## src/rtl/core/grbf_pkg.sv

```systemverilog
package grbf_pkg;

  localparam int MAX_KERNELS_DEF = 64;
  localparam int FRAC_BITS       = 16;
  localparam int EXP_Q           = 30;
  localparam int EXP_TERMS       = 12;
  localparam int QUEUE_DEPTH     = 2;
  localparam int COUNT_OUT_W     = 7;
  localparam int VTERM_W         = 48;
  localparam int DTERM_W         = 54;

  // exp(-1) in Q0.30 (scale 2^30)
  localparam logic [28:0] EXP_NEG_ONE = 29'd395007542;

  // request kind codes on the input channel
  localparam logic [1:0] KIND_CLEAR  = 2'd0;
  localparam logic [1:0] KIND_APPEND = 2'd1;
  localparam logic [1:0] KIND_EVAL   = 2'd2;
  localparam logic [1:0] KIND_NONE   = 2'd3;

  typedef enum logic [1:0] {
    OP_NONE,
    OP_CLEAR,
    OP_APPEND,
    OP_EVAL
  } op_t;

  typedef struct packed {
    logic signed [31:0] weight;
    logic signed [31:0] amplitude;
    logic [30:0]        spread;
    logic signed [31:0] centre;
  } kernel_t;

  typedef struct packed {
    op_t                op;
    logic signed [31:0] point;
    kernel_t            kern;
  } cmd_t;

  typedef struct packed {
    kernel_t            kern;
    logic signed [31:0] point;
  } kjob_t;

  typedef struct packed {
    logic signed [VTERM_W-1:0] vterm;
    logic signed [DTERM_W-1:0] dterm;
  } kres_t;

  // floor(2^32 / k) for the series divisors
  function automatic logic [32:0] recip_k(input logic [3:0] k);
    logic [32:0] r;
    unique case (k)
      4'd1:    r = 33'd4294967296;
      4'd2:    r = 33'd2147483648;
      4'd3:    r = 33'd1431655765;
      4'd4:    r = 33'd1073741824;
      4'd5:    r = 33'd858993459;
      4'd6:    r = 33'd715827882;
      4'd7:    r = 33'd613566756;
      4'd8:    r = 33'd536870912;
      4'd9:    r = 33'd477218588;
      4'd10:   r = 33'd429496729;
      4'd11:   r = 33'd390451572;
      4'd12:   r = 33'd357913941;
      default: r = '0;
    endcase
    return r;
  endfunction

endpackage

```

## src/rtl/core/grbf_front.sv

```systemverilog
module grbf_front (
  input  logic                clk,
  input  logic                rst_n,
  input  logic                in_valid,
  output logic                in_stall,
  input  logic [1:0]          in_kind,
  input  logic signed [31:0]  in_point,
  input  logic signed [31:0]  in_weight,
  input  logic signed [31:0]  in_amplitude,
  input  logic [30:0]         in_spread_sq,
  input  logic signed [31:0]  in_centre,
  input  logic                q_full,
  output logic                q_push,
  output grbf_pkg::cmd_t      q_cmd
);
  import grbf_pkg::*;

  logic hold_valid_r, hold_valid_nxt;
  cmd_t hold_cmd_r, cmd_nxt;
  logic load;

  assign in_stall = hold_valid_r && q_full;
  assign load     = in_valid && !in_stall;
  assign q_push   = hold_valid_r && !q_full;
  assign q_cmd    = hold_cmd_r;

  always_comb begin
    cmd_nxt.point            = in_point;
    cmd_nxt.kern.weight      = in_weight;
    cmd_nxt.kern.amplitude   = in_amplitude;
    cmd_nxt.kern.centre      = in_centre;
    // zero width behaves as the smallest width
    cmd_nxt.kern.spread      = (in_spread_sq == '0) ? 31'd1 : in_spread_sq;
    unique case (in_kind)
      KIND_CLEAR:  cmd_nxt.op = OP_CLEAR;
      KIND_APPEND: cmd_nxt.op = OP_APPEND;
      KIND_EVAL:   cmd_nxt.op = OP_EVAL;
      KIND_NONE:   cmd_nxt.op = OP_NONE;
    endcase
  end

  always_comb begin
    if (load) begin
      hold_valid_nxt = 1'b1;
    end else if (q_push) begin
      hold_valid_nxt = 1'b0;
    end else begin
      hold_valid_nxt = hold_valid_r;
    end
  end

  always_ff @(posedge clk) begin
    if (!rst_n) begin
      hold_valid_r <= 1'b0;
    end else begin
      hold_valid_r <= hold_valid_nxt;
    end
  end

  always_ff @(posedge clk) begin
    if (load) begin
      hold_cmd_r <= cmd_nxt;
    end
  end

endmodule

```

## config.mk

```make
export PLATFORM = sky130hd
export DESIGN_NAME = grbf_front
export DESIGN_NICKNAME = d
export VERILOG_FILES = /design/src/rtl/core/grbf_pkg.sv /design/src/rtl/core/grbf_front.sv
export SDC_FILE = /design/constraint.sdc
export NUM_CORES = 1
export LEC_CHECK = 0
export BUFFER_PORTS_ARGS = -buffer_cell sky130_fd_sc_hd__buf_2
export CAP_MARGIN = 30
export CORE_AREA = 4 4 127 129
export CTS_BUF_LIST = sky130_fd_sc_hd__clkbuf_4 sky130_fd_sc_hd__clkbuf_8
export DETAILED_ROUTE_END_ITERATION = 10
export DIE_AREA = 0 0 131 133
export GPL_ROUTABILITY_DRIVEN = 0
export PLACE_DENSITY = 0.75
export SYNTH_ARGS = -nofsm -noshare
export SYNTH_HDL_FRONTEND = slang
export SYNTH_SLANG_ARGS = --single-unit
```

## constraint.sdc

```tcl
create_clock -name clk -period 8.7 [get_ports clk]
set_input_delay 0.87 -clock clk [delete_from_list [all_inputs] [get_ports clk]]
set_output_delay 0.87 -clock clk [all_outputs]
set_load 0.01 [all_outputs]
```

# Word level (Yosys, flattened, before mapping)
# Cells that the tools add are included.
word_totals:
  reg_bits: 162
  output_inout_bits: 163
  word_cells: 21
classes:
  eq_ne: 3
  muxes: 3
  reduce_logical: 8
op_table:
  columns: ["cell", "n"]
  rows:
  - ["31-bit zero test", 1]
  - ["2-bit one-hot mux with 4 select lines", 1]
  - ["2-bit equality test, second input constant", 2]
  - ["1-bit logical AND", 3]
  - ["2-bit by 1-bit equality test with 1-bit output, second input constant", 1]
  - ["1-bit zero test", 2]
  - ["2-bit zero test", 1]
  - ["1-bit two-way mux", 2]
  - ["2-bit nonzero test", 1]

# Logic depth before layout (Yosys ltp)
logic_depth:
  word_depth: 4
  ltp_mapped: 3

# Worst setup path after synthesis
# No wires, ideal clock.
synth_timing:
  path_kind: "in2reg"
  from: "input q_full"
  to: "register hold_cmd_r, in the netlist q_cmd[0] (enable)"
  setup_time_ps: 702
  arrival_ps: 8172
  required_ps: 7998
  slack_ps: -174
  cell_stages: 2
  path_buffers: 0
  path_cell_list: "and2_1 nor2b_1"
synth_via:
  elab_chain_len: 3
synth_lines:
  columns: ["element", "line", "rtl"]
  rows:
  - ["start, declared", "grbf_front.sv:12", "input logic q_full,"]
  - ["1-bit logical AND", "grbf_front.sv:22", "assign in_stall = hold_valid_r && q_full;"]
  - ["1-bit zero test", "grbf_front.sv:23", "assign load = in_valid && !in_stall;"]
  - ["1-bit logical AND", "grbf_front.sv:23", null]
  - ["end signal, assigned", "grbf_front.sv:62", "hold_cmd_r <= cmd_nxt;"]
  - ["end, declared", "grbf_front.sv:19", "cmd_t hold_cmd_r, cmd_nxt;"]
# No other way between the ends.
# A chain may end at the register's enable or synchronous reset.

# Final worst setup path
layout_timing:
  from: "input q_full"
  to: "register hold_cmd_r, in the netlist q_cmd[29] (enable)"
# The elaborated chain is that of the path after synthesis.

==> key figures <==
Pwr
  • Pleak: 3.113 nW
  • Total chip power: 1.574 mW
  • Power Density: 215.9 mW/mm2
  • Maximum vdd drop: between 0.09 and 0.1 mV

Cells and area
  • Design area: 0.007287 mm2
  • Post-Route Utilization: between 40 and 50%
  • Final Net Count: 698
  • Ant diodes: 0
  • Ratio of cells with drive above 1 in the final layout: about two thirds
  • Layout area overhead: 42.68%

Critical path
  • Setup crit end kind: register
  • CP required: ~8.8 ns
  • Worst-path fanout max: 76
  • Critical path type: primary input to register
  • Arrival time worst endpoint: 2.81 ns
  • CP Launch Type: primary input

Synthesis
  • Mean Syn Cell Area: 24.09 um2
  • Yosys Warn Count: 0
  • Gate Count Post-Synth: approximately 210
  • Synth Area in XOR/XNOR: 0%
  • Mapped Nets: 379
  • Sequential share of the synthesized area: a little over nine tenths
  • Synth Area in Simple Gates: 1.813%
  • Synth cell types: 14
  • Synth Cell Area: a little over 0.005 mm2
  • Main combinational cell family by area after synthesis: buffers and inverters
  • Compound-Gate Fraction of Synth Area: less than 1%
  • Post-synthesis mux area share: 0%
  • Yosys reg bits: 162
  • Adder-cell share of the synthesized area: less than 1%

Outcome
  • Status: completed

CTS
  • # Post-CTS Setup Buffers: 0
  • CTS Buf Count: 17
  • Hold Buf Count CTS: 0
  • Root Driver: clkbuf_8
  • Clk sinks: between 150 and 200
  • Depth of the CTS H-tree: 4
  • CTS resizes: 0
  • Worst-path clk slew: 0.09 ns
  • CTS tree: built
  • Clk_lat worst skew: 0.44 ns
  • Clock buffer depth: 2

Floorplan
  • Die Wd: 131 um
  • Die ar.: around 0.017 mm2
  • FP Rows: 45
  • Io pins: 328
  • Core area: 0.01503 mm2
  • Chip Height: 133 um
  • Starting Density: 33.97%

Drt
  • Initial DRC Count: ~170
  • Vias per cell: approximately 4.3
  • DR WL/cell: 17.34 um
  • DRC viols: 0
  • DR vias: around 3100
  • DR pass1 iterations: 4
  • Routed WL: 12660 um
  • Final ANT Viol Nets: 0

STA
  • Clock Skew: 0.008491 ns
  • Fmax: 0.3677 GHz
  • Final Worst Setup Slack: between 5 and 6 ns
  • Tcrit/Tclk final: 31.26%
  • Post-route minimum period: 2.719 ns
  • Worst-margin pin slew: 0.9445 ns
  • RSZ-0062 raised after global routing: no
  • Final hold viol count: 0
  • Remaining max-slew budget at the tightest pin: 37.04%
  • TNS Setup: 0 ns
  • Final setup fails: 0
  • Final-report max-slew violation count: 0

Global routing
  • Vias in the first global route: 3374
  • First-pass GRT wire length: 18080 um
  • GRT overflow: 0
  • Initial antenna violation count: 1
  • Largest net degree at the start of global routing: 87
  • GRT Total Usage: 14.02%

Place
  • Port bufs: around 330
  • Placed cell areas: between 0.006 and 0.007 mm2
  • Worst slack, placed: 5.254 ns
  • DP HPWL: 9862 um

Job
  • Max-cap viol count: 0

Min path
  • Path category of the worst min-delay check: primary input to register
critical path, stage by stage:
cell     delay (ns)
buf_2          0.10
and2_1         0.19
nor2b_4        0.10
buf_4          0.70
buf_4          0.38
buf_16         0.33
Yosys cell counts:
master / number / area [um2]
nor4_1: 6 / 37.54
nor3_1: 1 / 5.000
nor4_2: 1 / 12.51
and2_1: 1 / 6.260
edfxtp_1: 161 / 4835
ha_1: 2 / 25.02
clkbuf_1: 30 / 112.6
nor2b_1: 2 / 12.51
nand4_1: 2 / 12.51
inv_1: 2 / 7.510
o21bai_1: 1 / 7.510
or2_2: 1 / 6.260
dfxtp_1: 1 / 20.02
o21a_1: 1 / 7.510
final cells by class:
cell class	instances	area, um2
Sequential cell	162	4855
Multi-Input combinational cell	18	140.1
Clock inverter	13	136.4
Clock buffer	17	234.0
Timing Repair Buffer	330	1679
Tap cell	188	235.2
Inverter	2	7.507
Fill cell	1276	7746
logic make-up after synthesis:
logic type | after synthesis
flip-flops | 162
buffers and inverters | 32
AND/OR/NAND/NOR | 14
AO/OA/AOI/OAI | 2
adder cells (fa/ha/maj) | 2
path summary, 6_finish.rpt:
kind	slack [ns]	cells after the start	to	from
max	5.98	6	q_cmd[29]	q_full
min	0.60	1	q_cmd[91]	in_amplitude[28]
min reg2reg	0.67	2	hold_valid_r	hold_valid_r
max reg2reg	6.23	5	q_cmd[29]	hold_valid_r
where the power goes:
part           switching, mW  internal (mW)
combinational         0.0745         0.0578
sequential            0.0111          0.913
clock                  0.266          0.252
stage by stage:
stage	hold WS (ns)	std cells
2_1_floorplan	0.6478	212
3_3_place_gp	0.6371	699
3_5_place_dp	0.6543	699
4_1_cts	0.5557	729
5_1_grt	0.5397	730
6_report	0.6020	730
cells in the final DEF (no fill, tap or decap), drive strengths merged:
master and count:
nor3 1, nor2b 2, bufinv 2, nand4 2, or2 1, buf 330
o21bai 1, clkinvlp 2, clkinv 6, ha 2, and2 1, clkbuf 17
edfxtp 161, o21a 1, inv 5, dfxtp 1, nor4 7
registers in the layout (all words and copies together), names as in the netlist:
register,cells
hold_valid_r,1
q_cmd,161
per-layer routing:
metal | up-vias | GRT usage [%] | part of all wire (%)
li1 | 1441 | - | -
met5 | - | 0 | 0.10
met1 | 1487 | 15.33 | 36
met3 | 13 | 6.581 | 11
met2 | 189 | 23.50 | 51
met4 | 2 | 5.257 | 1.2
Note: power is estimated with default switching activity, not from simulation.
