**src/rtl/core/grbf_pkg.sv**
```systemverilog
package grbf_pkg;

  localparam int MAX_KERNELS_DEF = 64;
  localparam int FRAC_BITS       = 16;
  localparam int EXP_Q           = 30;
  localparam int EXP_TERMS       = 12;
  localparam int QUEUE_DEPTH     = 2;
  localparam int COUNT_OUT_W     = 7;
  localparam int VTERM_W         = 48;
  localparam int DTERM_W         = 54;

  // exp(-1) in Q0.30 (scale 2^30)
  localparam logic [28:0] EXP_NEG_ONE = 29'd395007542;

  // request kind codes on the input channel
  localparam logic [1:0] KIND_CLEAR  = 2'd0;
  localparam logic [1:0] KIND_APPEND = 2'd1;
  localparam logic [1:0] KIND_EVAL   = 2'd2;
  localparam logic [1:0] KIND_NONE   = 2'd3;

  typedef enum logic [1:0] {
    OP_NONE,
    OP_CLEAR,
    OP_APPEND,
    OP_EVAL
  } op_t;

  typedef struct packed {
    logic signed [31:0] weight;
    logic signed [31:0] amplitude;
    logic [30:0]        spread;
    logic signed [31:0] centre;
  } kernel_t;

  typedef struct packed {
    op_t                op;
    logic signed [31:0] point;
    kernel_t            kern;
  } cmd_t;

  typedef struct packed {
    kernel_t            kern;
    logic signed [31:0] point;
  } kjob_t;

  typedef struct packed {
    logic signed [VTERM_W-1:0] vterm;
    logic signed [DTERM_W-1:0] dterm;
  } kres_t;

  // floor(2^32 / k) for the series divisors
  function automatic logic [32:0] recip_k(input logic [3:0] k);
    logic [32:0] r;
    unique case (k)
      4'd1:    r = 33'd4294967296;
      4'd2:    r = 33'd2147483648;
      4'd3:    r = 33'd1431655765;
      4'd4:    r = 33'd1073741824;
      4'd5:    r = 33'd858993459;
      4'd6:    r = 33'd715827882;
      4'd7:    r = 33'd613566756;
      4'd8:    r = 33'd536870912;
      4'd9:    r = 33'd477218588;
      4'd10:   r = 33'd429496729;
      4'd11:   r = 33'd390451572;
      4'd12:   r = 33'd357913941;
      default: r = '0;
    endcase
    return r;
  endfunction

endpackage

```
**src/rtl/core/grbf_queue.sv**
```systemverilog
module grbf_queue (
  input  logic           clk,
  input  logic           rst_n,
  input  logic           push,
  input  grbf_pkg::cmd_t push_cmd,
  output logic           full,
  input  logic           pop,
  output logic           not_empty,
  output grbf_pkg::cmd_t pop_cmd
);
  import grbf_pkg::*;

  localparam int PTR_W = (QUEUE_DEPTH > 1) ? $clog2(QUEUE_DEPTH) : 1;
  localparam int CNT_W = $clog2(QUEUE_DEPTH + 1);

  cmd_t             ent_r [QUEUE_DEPTH];
  logic [PTR_W-1:0] wr_ptr_r, wr_ptr_nxt, rd_ptr_r, rd_ptr_nxt;
  logic [CNT_W-1:0] cnt_r, cnt_nxt;
  logic             do_push, do_pop;

  assign full      = (cnt_r == CNT_W'(QUEUE_DEPTH));
  assign not_empty = (cnt_r != '0);
  assign do_push   = push && !full;
  assign do_pop    = pop && not_empty;
  assign pop_cmd   = ent_r[rd_ptr_r];

  always_comb begin
    wr_ptr_nxt = wr_ptr_r;
    rd_ptr_nxt = rd_ptr_r;
    cnt_nxt    = cnt_r;
    if (do_push) begin
      wr_ptr_nxt = (wr_ptr_r == PTR_W'(QUEUE_DEPTH - 1)) ? '0 : wr_ptr_r + PTR_W'(1);
    end
    if (do_pop) begin
      rd_ptr_nxt = (rd_ptr_r == PTR_W'(QUEUE_DEPTH - 1)) ? '0 : rd_ptr_r + PTR_W'(1);
    end
    if (do_push && !do_pop) begin
      cnt_nxt = cnt_r + CNT_W'(1);
    end else if (do_pop && !do_push) begin
      cnt_nxt = cnt_r - CNT_W'(1);
    end
  end

  always_ff @(posedge clk) begin
    if (!rst_n) begin
      wr_ptr_r <= '0;
      rd_ptr_r <= '0;
      cnt_r    <= '0;
    end else begin
      wr_ptr_r <= wr_ptr_nxt;
      rd_ptr_r <= rd_ptr_nxt;
      cnt_r    <= cnt_nxt;
    end
  end

  always_ff @(posedge clk) begin
    if (do_push) begin
      ent_r[wr_ptr_r] <= push_cmd;
    end
  end

endmodule

```
**config.mk**
```make
export PLATFORM = sky130hd
export DESIGN_NAME = grbf_queue
export DESIGN_NICKNAME = d
export VERILOG_FILES = /design/src/rtl/core/grbf_pkg.sv /design/src/rtl/core/grbf_queue.sv
export SDC_FILE = /design/constraint.sdc
export NUM_CORES = 1
export LEC_CHECK = 0
export BUFFER_PORTS_ARGS = -buffer_cell sky130_fd_sc_hd__buf_2
export CAP_MARGIN = 25
export CORE_AREA = 8 8 167 169
export CTS_CLUSTER_DIAMETER = 60
export CTS_CLUSTER_SIZE = 25
export DETAILED_ROUTE_END_ITERATION = 16
export DIE_AREA = 0 0 175 177
export PLACE_DENSITY = 0.74
export SYNTH_ARGS = -nofsm -noshare
export SYNTH_HDL_FRONTEND = slang
export SYNTH_SLANG_ARGS = --single-unit
```
**constraint.sdc**
```tcl
create_clock -name clk -period 22.9 [get_ports clk]
set_clock_uncertainty 0.05 [all_clocks]
set_input_delay 2.29 -clock clk [delete_from_list [all_inputs] [get_ports clk]]
set_output_delay 2.29 -clock clk [all_outputs]
set_load 0.02 [all_outputs]
```
; ---- Word level (Yosys, flattened, before mapping)
; Memories as Yosys holds them, arrays and structs flattened. A register that Yosys moved wholly into a read port is not among the register bits.
; Index checks and enable logic that the tools add are counted.
[op_classes]
addsub = 4
n_eq_ne = 1
mux = 8
reduce_logical = 9
[op_table]
columns = op, n
row1 = $mux 1, 6
row2 = $logic_and 1x1->1, 4
row3 = $mux 2, 2
row4 = $reduce_bool 2->1, 2
row5 = $logic_not 1->1, 3
row6 = $add 1x1->1 const B, 2
row7 = $add 2x1->2 const B, 1
row8 = $eq 2x2->1 const B, 1
row9 = $sub 2x1->2 const B, 1
[word_totals]
reg_bits = 4
mem_bits_rw = 322
inputBits = 165
out_inout_bits = 163
wordCells = 26
memories = 1
[memory_table]
columns = name, depth, word_bits, rd, rd_clocked_by_memory_dff, write_ports, line_no
row1 = ent_r, 2, 161, 1, 1, 1, grbf_queue.sv:16  ; cmd_t ent_r [QUEUE_DEPTH];

; ---- Longest topological paths before layout
[depth]
depth_word = 7
depth_mapped = 7
depth_no_buf = 7

; ---- Least setup slack after synthesis
; No wires, ideal clock.
[synth_timing]
path_kind = input port to flip-flop
startpoint = input port push
endpoint = memory ent_r[0][0] in the netlist's numbering (enable)
setup_time_ns = 0.654
arrival_time_ns = 8.555
required_ns = 22.196
setup_slack_ns = 13.641
stages = 2
n_path_buf = 0
path_cell_list = inv_1 > nor3_2
[synth_via]
elab_chain_len = 3
[synth_lines]
columns = element, line_no
row1 = start: declaration, grbf_queue.sv:4  ; input logic push,
row2 = $logic_and 1x1->1, grbf_queue.sv:23  ; assign do_push = push && !full;
row3 = $mux 1, grbf_queue.sv:57  ; if (do_push) begin
row4 = $mux 1 (implied by the code), grbf_queue.sv:58  ; ent_r[wr_ptr_r] <= push_cmd;
row5 = end: declaration, grbf_queue.sv:16
; No other way between the ends.

==> impl_metrics.csv <==
group,metric,value,unit
run_status,status,"completed",
route,wl,24440,um
power_and_ir_drop,p_leak,5.747,nW
logic_synthesis,yosysTopAreaCellShare,79.16,%
timing,setup_viol,0,
clock_network,cts_root_buf,"clkbuf_16",
worst_setup_path,critPathLaunchType,"flip-flop",
timing,drv_slew,0,
worst_hold_path,hp-start,"cnt_r[1]$_SDFFE_PN0P_",
route,drc,0,
placement,place_area,14180,sq um
placement,placedCellCount,1177,
timing,tns,0,ps
timing,fin_crit_sh,26.69,%
logic_synthesis,synthCells,526,
timing,max_freq,163.6,MHz
layout,stdcell_count,1221,
power_and_ir_drop,ir_drop,0.08539,mV
timing,rsz0062_at_grt,"no",
layout,layout-drive-gt1-share,60.88,%
logic_synthesis,yosys.cell_types.count,22,
timing,worst_slew_pin_slew,1006,ps
route,vias,6010,
global_routing,grt_pass1_wl,36040,um
worst_setup_path,r2r-start,"cnt_r[0]$_SDFFE_PN0P_",
layout,area_growth,23.06,%
logic_synthesis,synthTopCellsByArea,"edfxtp_1, mux2_4, mux2_2",
clock_network,cts_buffers,23,
worst_hold_path,whs_path_depth,2,
layout,seq_area,9773,sq um
route,post_drt_wl_per_cell,20.01,um
floorplan,placementRows,59,
worst_setup_path,worstPathRequired,20560,ps
clock_network,clk_latency,520,ps
placement,place_hpwl,17000,um
route,drt_first_pass_iters,4,
global_routing,grt_start_max_net_pins,62,
global_routing,first_global_vias,6432,
floorplan,boundaryPins,328,
worst_setup_path,reg2reg_to,"ent_r[1][125]$_DFFE_PP_",
floorplan,die_y,177,um
clock_network,cts_setup_buffers,0,
worst_setup_path,crit_path_end_kind,"output pin",
worst_setup_path,path_class,"reg2out",
layout,nets,1033,
floorplan,die_w,175,um
logic_synthesis,syn_area,12220,sq um
logic_synthesis,syn_avg_cell_area,23.22,sq um
run,maxCapViolCount,0,
clock_network,cts.repair.resized,0,
logic_synthesis,yosys_warnings,0,
floorplan,core_area,25470,sq um
timing,relSlewSlack,32.91,%
route,via_per_inst,4.922,
placement,io_buffers,327,
clock_network,cts_tree,"built",
layout,final.fill_count,1925,
floorplan,initial_core_util,47.96,%
clock_network,cts_buffer_depth,3,
route,final_antenna_net_count,0,
logic_synthesis,ys_ff_latch,327,
timing,fin_crit,6112,ps
clock_network,cts_hold_buf,0,
floorplan,dieArea,30980,sq um
logic_synthesis,ys_seq_area_share,79.98,%
global_routing,grt.overflow.total,0,
placement,gp_congestion,0.7264,
layout,multi_input_area,2291,sq um
logic_synthesis,syn_nets,692,
logic_synthesis,yosysTopAreaCell,"edfxtp_1",
clock_network,cts_max_level,1,
worst_setup_path,cp.arrival,3770,ps
route,first_iter_violations,312,
clock_network,clock-sinks,327,
global_routing,grt_use_total,14.87,%
power_and_ir_drop,power_density,114.7,nW/um^2
worst_setup_path,reg2regPathDepth,4,
worst_setup_path,reg2reg_slack,19570,ps
worst_setup_path,path_max_fanout,56,
worst_hold_path,holdPathEnd,"cnt_r[1]$_SDFFE_PN0P_",
global_routing,antenna_found_initial,7,
worst_hold_path,hold_path.class,"reg2reg",
timing,hold_viol,0,
clock_network,clk_pin_slew,90,ps
layout,design_area,15030,sq um
-- metrics by stage --
stage / hold slack, ps / util [%] / power (W) / setup slack, ps
floorplan: 428.5 / - / 0.001167 / 13640
global placement: 449.3 / 55.68 / 0.001297 / 17270
detailed placement: 461.8 / 55.68 / 0.001304 / 17280
CTS: 474.7 / 58.98 / 0.001748 / 16710
global route: 509.4 / 59.01 / 0.001796 / 16550
finish: 481.9 / 59.02 / 0.001724 / 16790
-- cell families after synthesis --
logic type,synth area share [%]
flip-flops,79.98
multiplexers,17.61
buffers and inverters,1.362
AND/OR/NAND/NOR,0.4713
AO/OA/AOI/OAI,0.2663
XOR/XNOR,0.2151
adder cells (fa/ha/maj),0.1024
-- cells in the mapped netlist --
| library cell | n |
|---|---|
| edfxtp_1 | 322 |
| mux2_4 | 90 |
| mux2_2 | 71 |
| buf_6 | 11 |
| buf_2 | 7 |
| dfxtp_1 | 5 |
| and2_1 | 3 |
| inv_1 | 2 |
| xnor2_1 | 2 |
| a21boi_0 | 1 |
| a21boi_1 | 1 |
| and3_1 | 1 |
| ha_1 | 1 |
| nand2b_1 | 1 |
| nor2_1 | 1 |
| nor3_2 | 1 |
| o21a_1 | 1 |
| o21ai_0 | 1 |
| o21ai_1 | 1 |
| or2_2 | 1 |
| or3_1 | 1 |
| xor2_1 | 1 |
-- per-layer routing --
layer	GRT usage, %	vias to the layer above	wire (um)	share of wire (%)
met5	0	-	35	0.14
li1	-	2777	-	-
met3	5.569	44	2378	9.7
met2	25.52	242	12010	49
met4	4.521	6	568	2.3
met1	17.16	2941	9443	39
-- critical path: stages, from the launching register on --
cell and delay (ps):
dfxtp_4 810, buf_4 870, buf_4 870, mux2_2 420, buf_2 160
-- how the worst max path moves through the flow --
stage               from                    end  slack, ps
2_1_floorplan       push  ent_r[0][0]$_DFFE_PP_      13640
3_3_place_gp   flip-flop            pop_cmd[17]      17270
3_5_place_dp   flip-flop            pop_cmd[27]      17280
4_1_cts        flip-flop            pop_cmd[27]      16710
5_1_grt        flip-flop            pop_cmd[47]      16550
6_report       flip-flop            pop_cmd[47]      16790
-- flip-flops by register name (all words and copies together), names as in the netlist, named ones only --
register and flops:
cnt_r 2, ent_r 322, rd_ptr_r 1, wr_ptr_r 1
-- power breakdown --
part / switching (W) / total (W) / leakage (nW) / internal (W)
combinational: 0.000285 / 0.000497 / 2.29 / 0.000212
clock: 0.000220 / 0.000444 / 0.407 / 0.000224
sequential: 0.0000312 / 0.000783 / 3.05 / 0.000752
total: 0.000536 / 0.00172 / 5.75 / 0.00119
-- cells in the final DEF (no fill, tap or decap) --
cell type / instances
a21boi_0: 1
a21boi_1: 1
and2_1: 3
and3_4: 1
buf_2: 327
buf_4: 7
bufinv_16: 2
clkbuf_1: 1
clkbuf_16: 23
clkinv_1: 1
clkinv_16: 1
clkinv_2: 1
clkinv_8: 4
dfxtp_1: 4
dfxtp_4: 1
diode_2: 4
edfxtp_1: 322
ha_1: 1
inv_1: 2
inv_12: 1
inv_16: 2
inv_6: 1
inv_8: 3
mux2_2: 71
mux2_4: 90
nand2b_1: 1
nor2_1: 1
nor3_4: 1
o21a_1: 1
o21ai_0: 1
o21ai_1: 1
or2_2: 1
or3_1: 1
xnor2_1: 2
xor2_1: 1
-- final cells by class --
type	count	share of cell area (%)
timing repair buffer	334	11.24
antenna	4	0.06659
tap	335	2.788
clock inverter	16	1.748
clock buffer	24	3.854
sequential	327	65.02
inverter	2	0.04994
multi-input combinational	179	15.24
(Power assumes the default switching activity.)
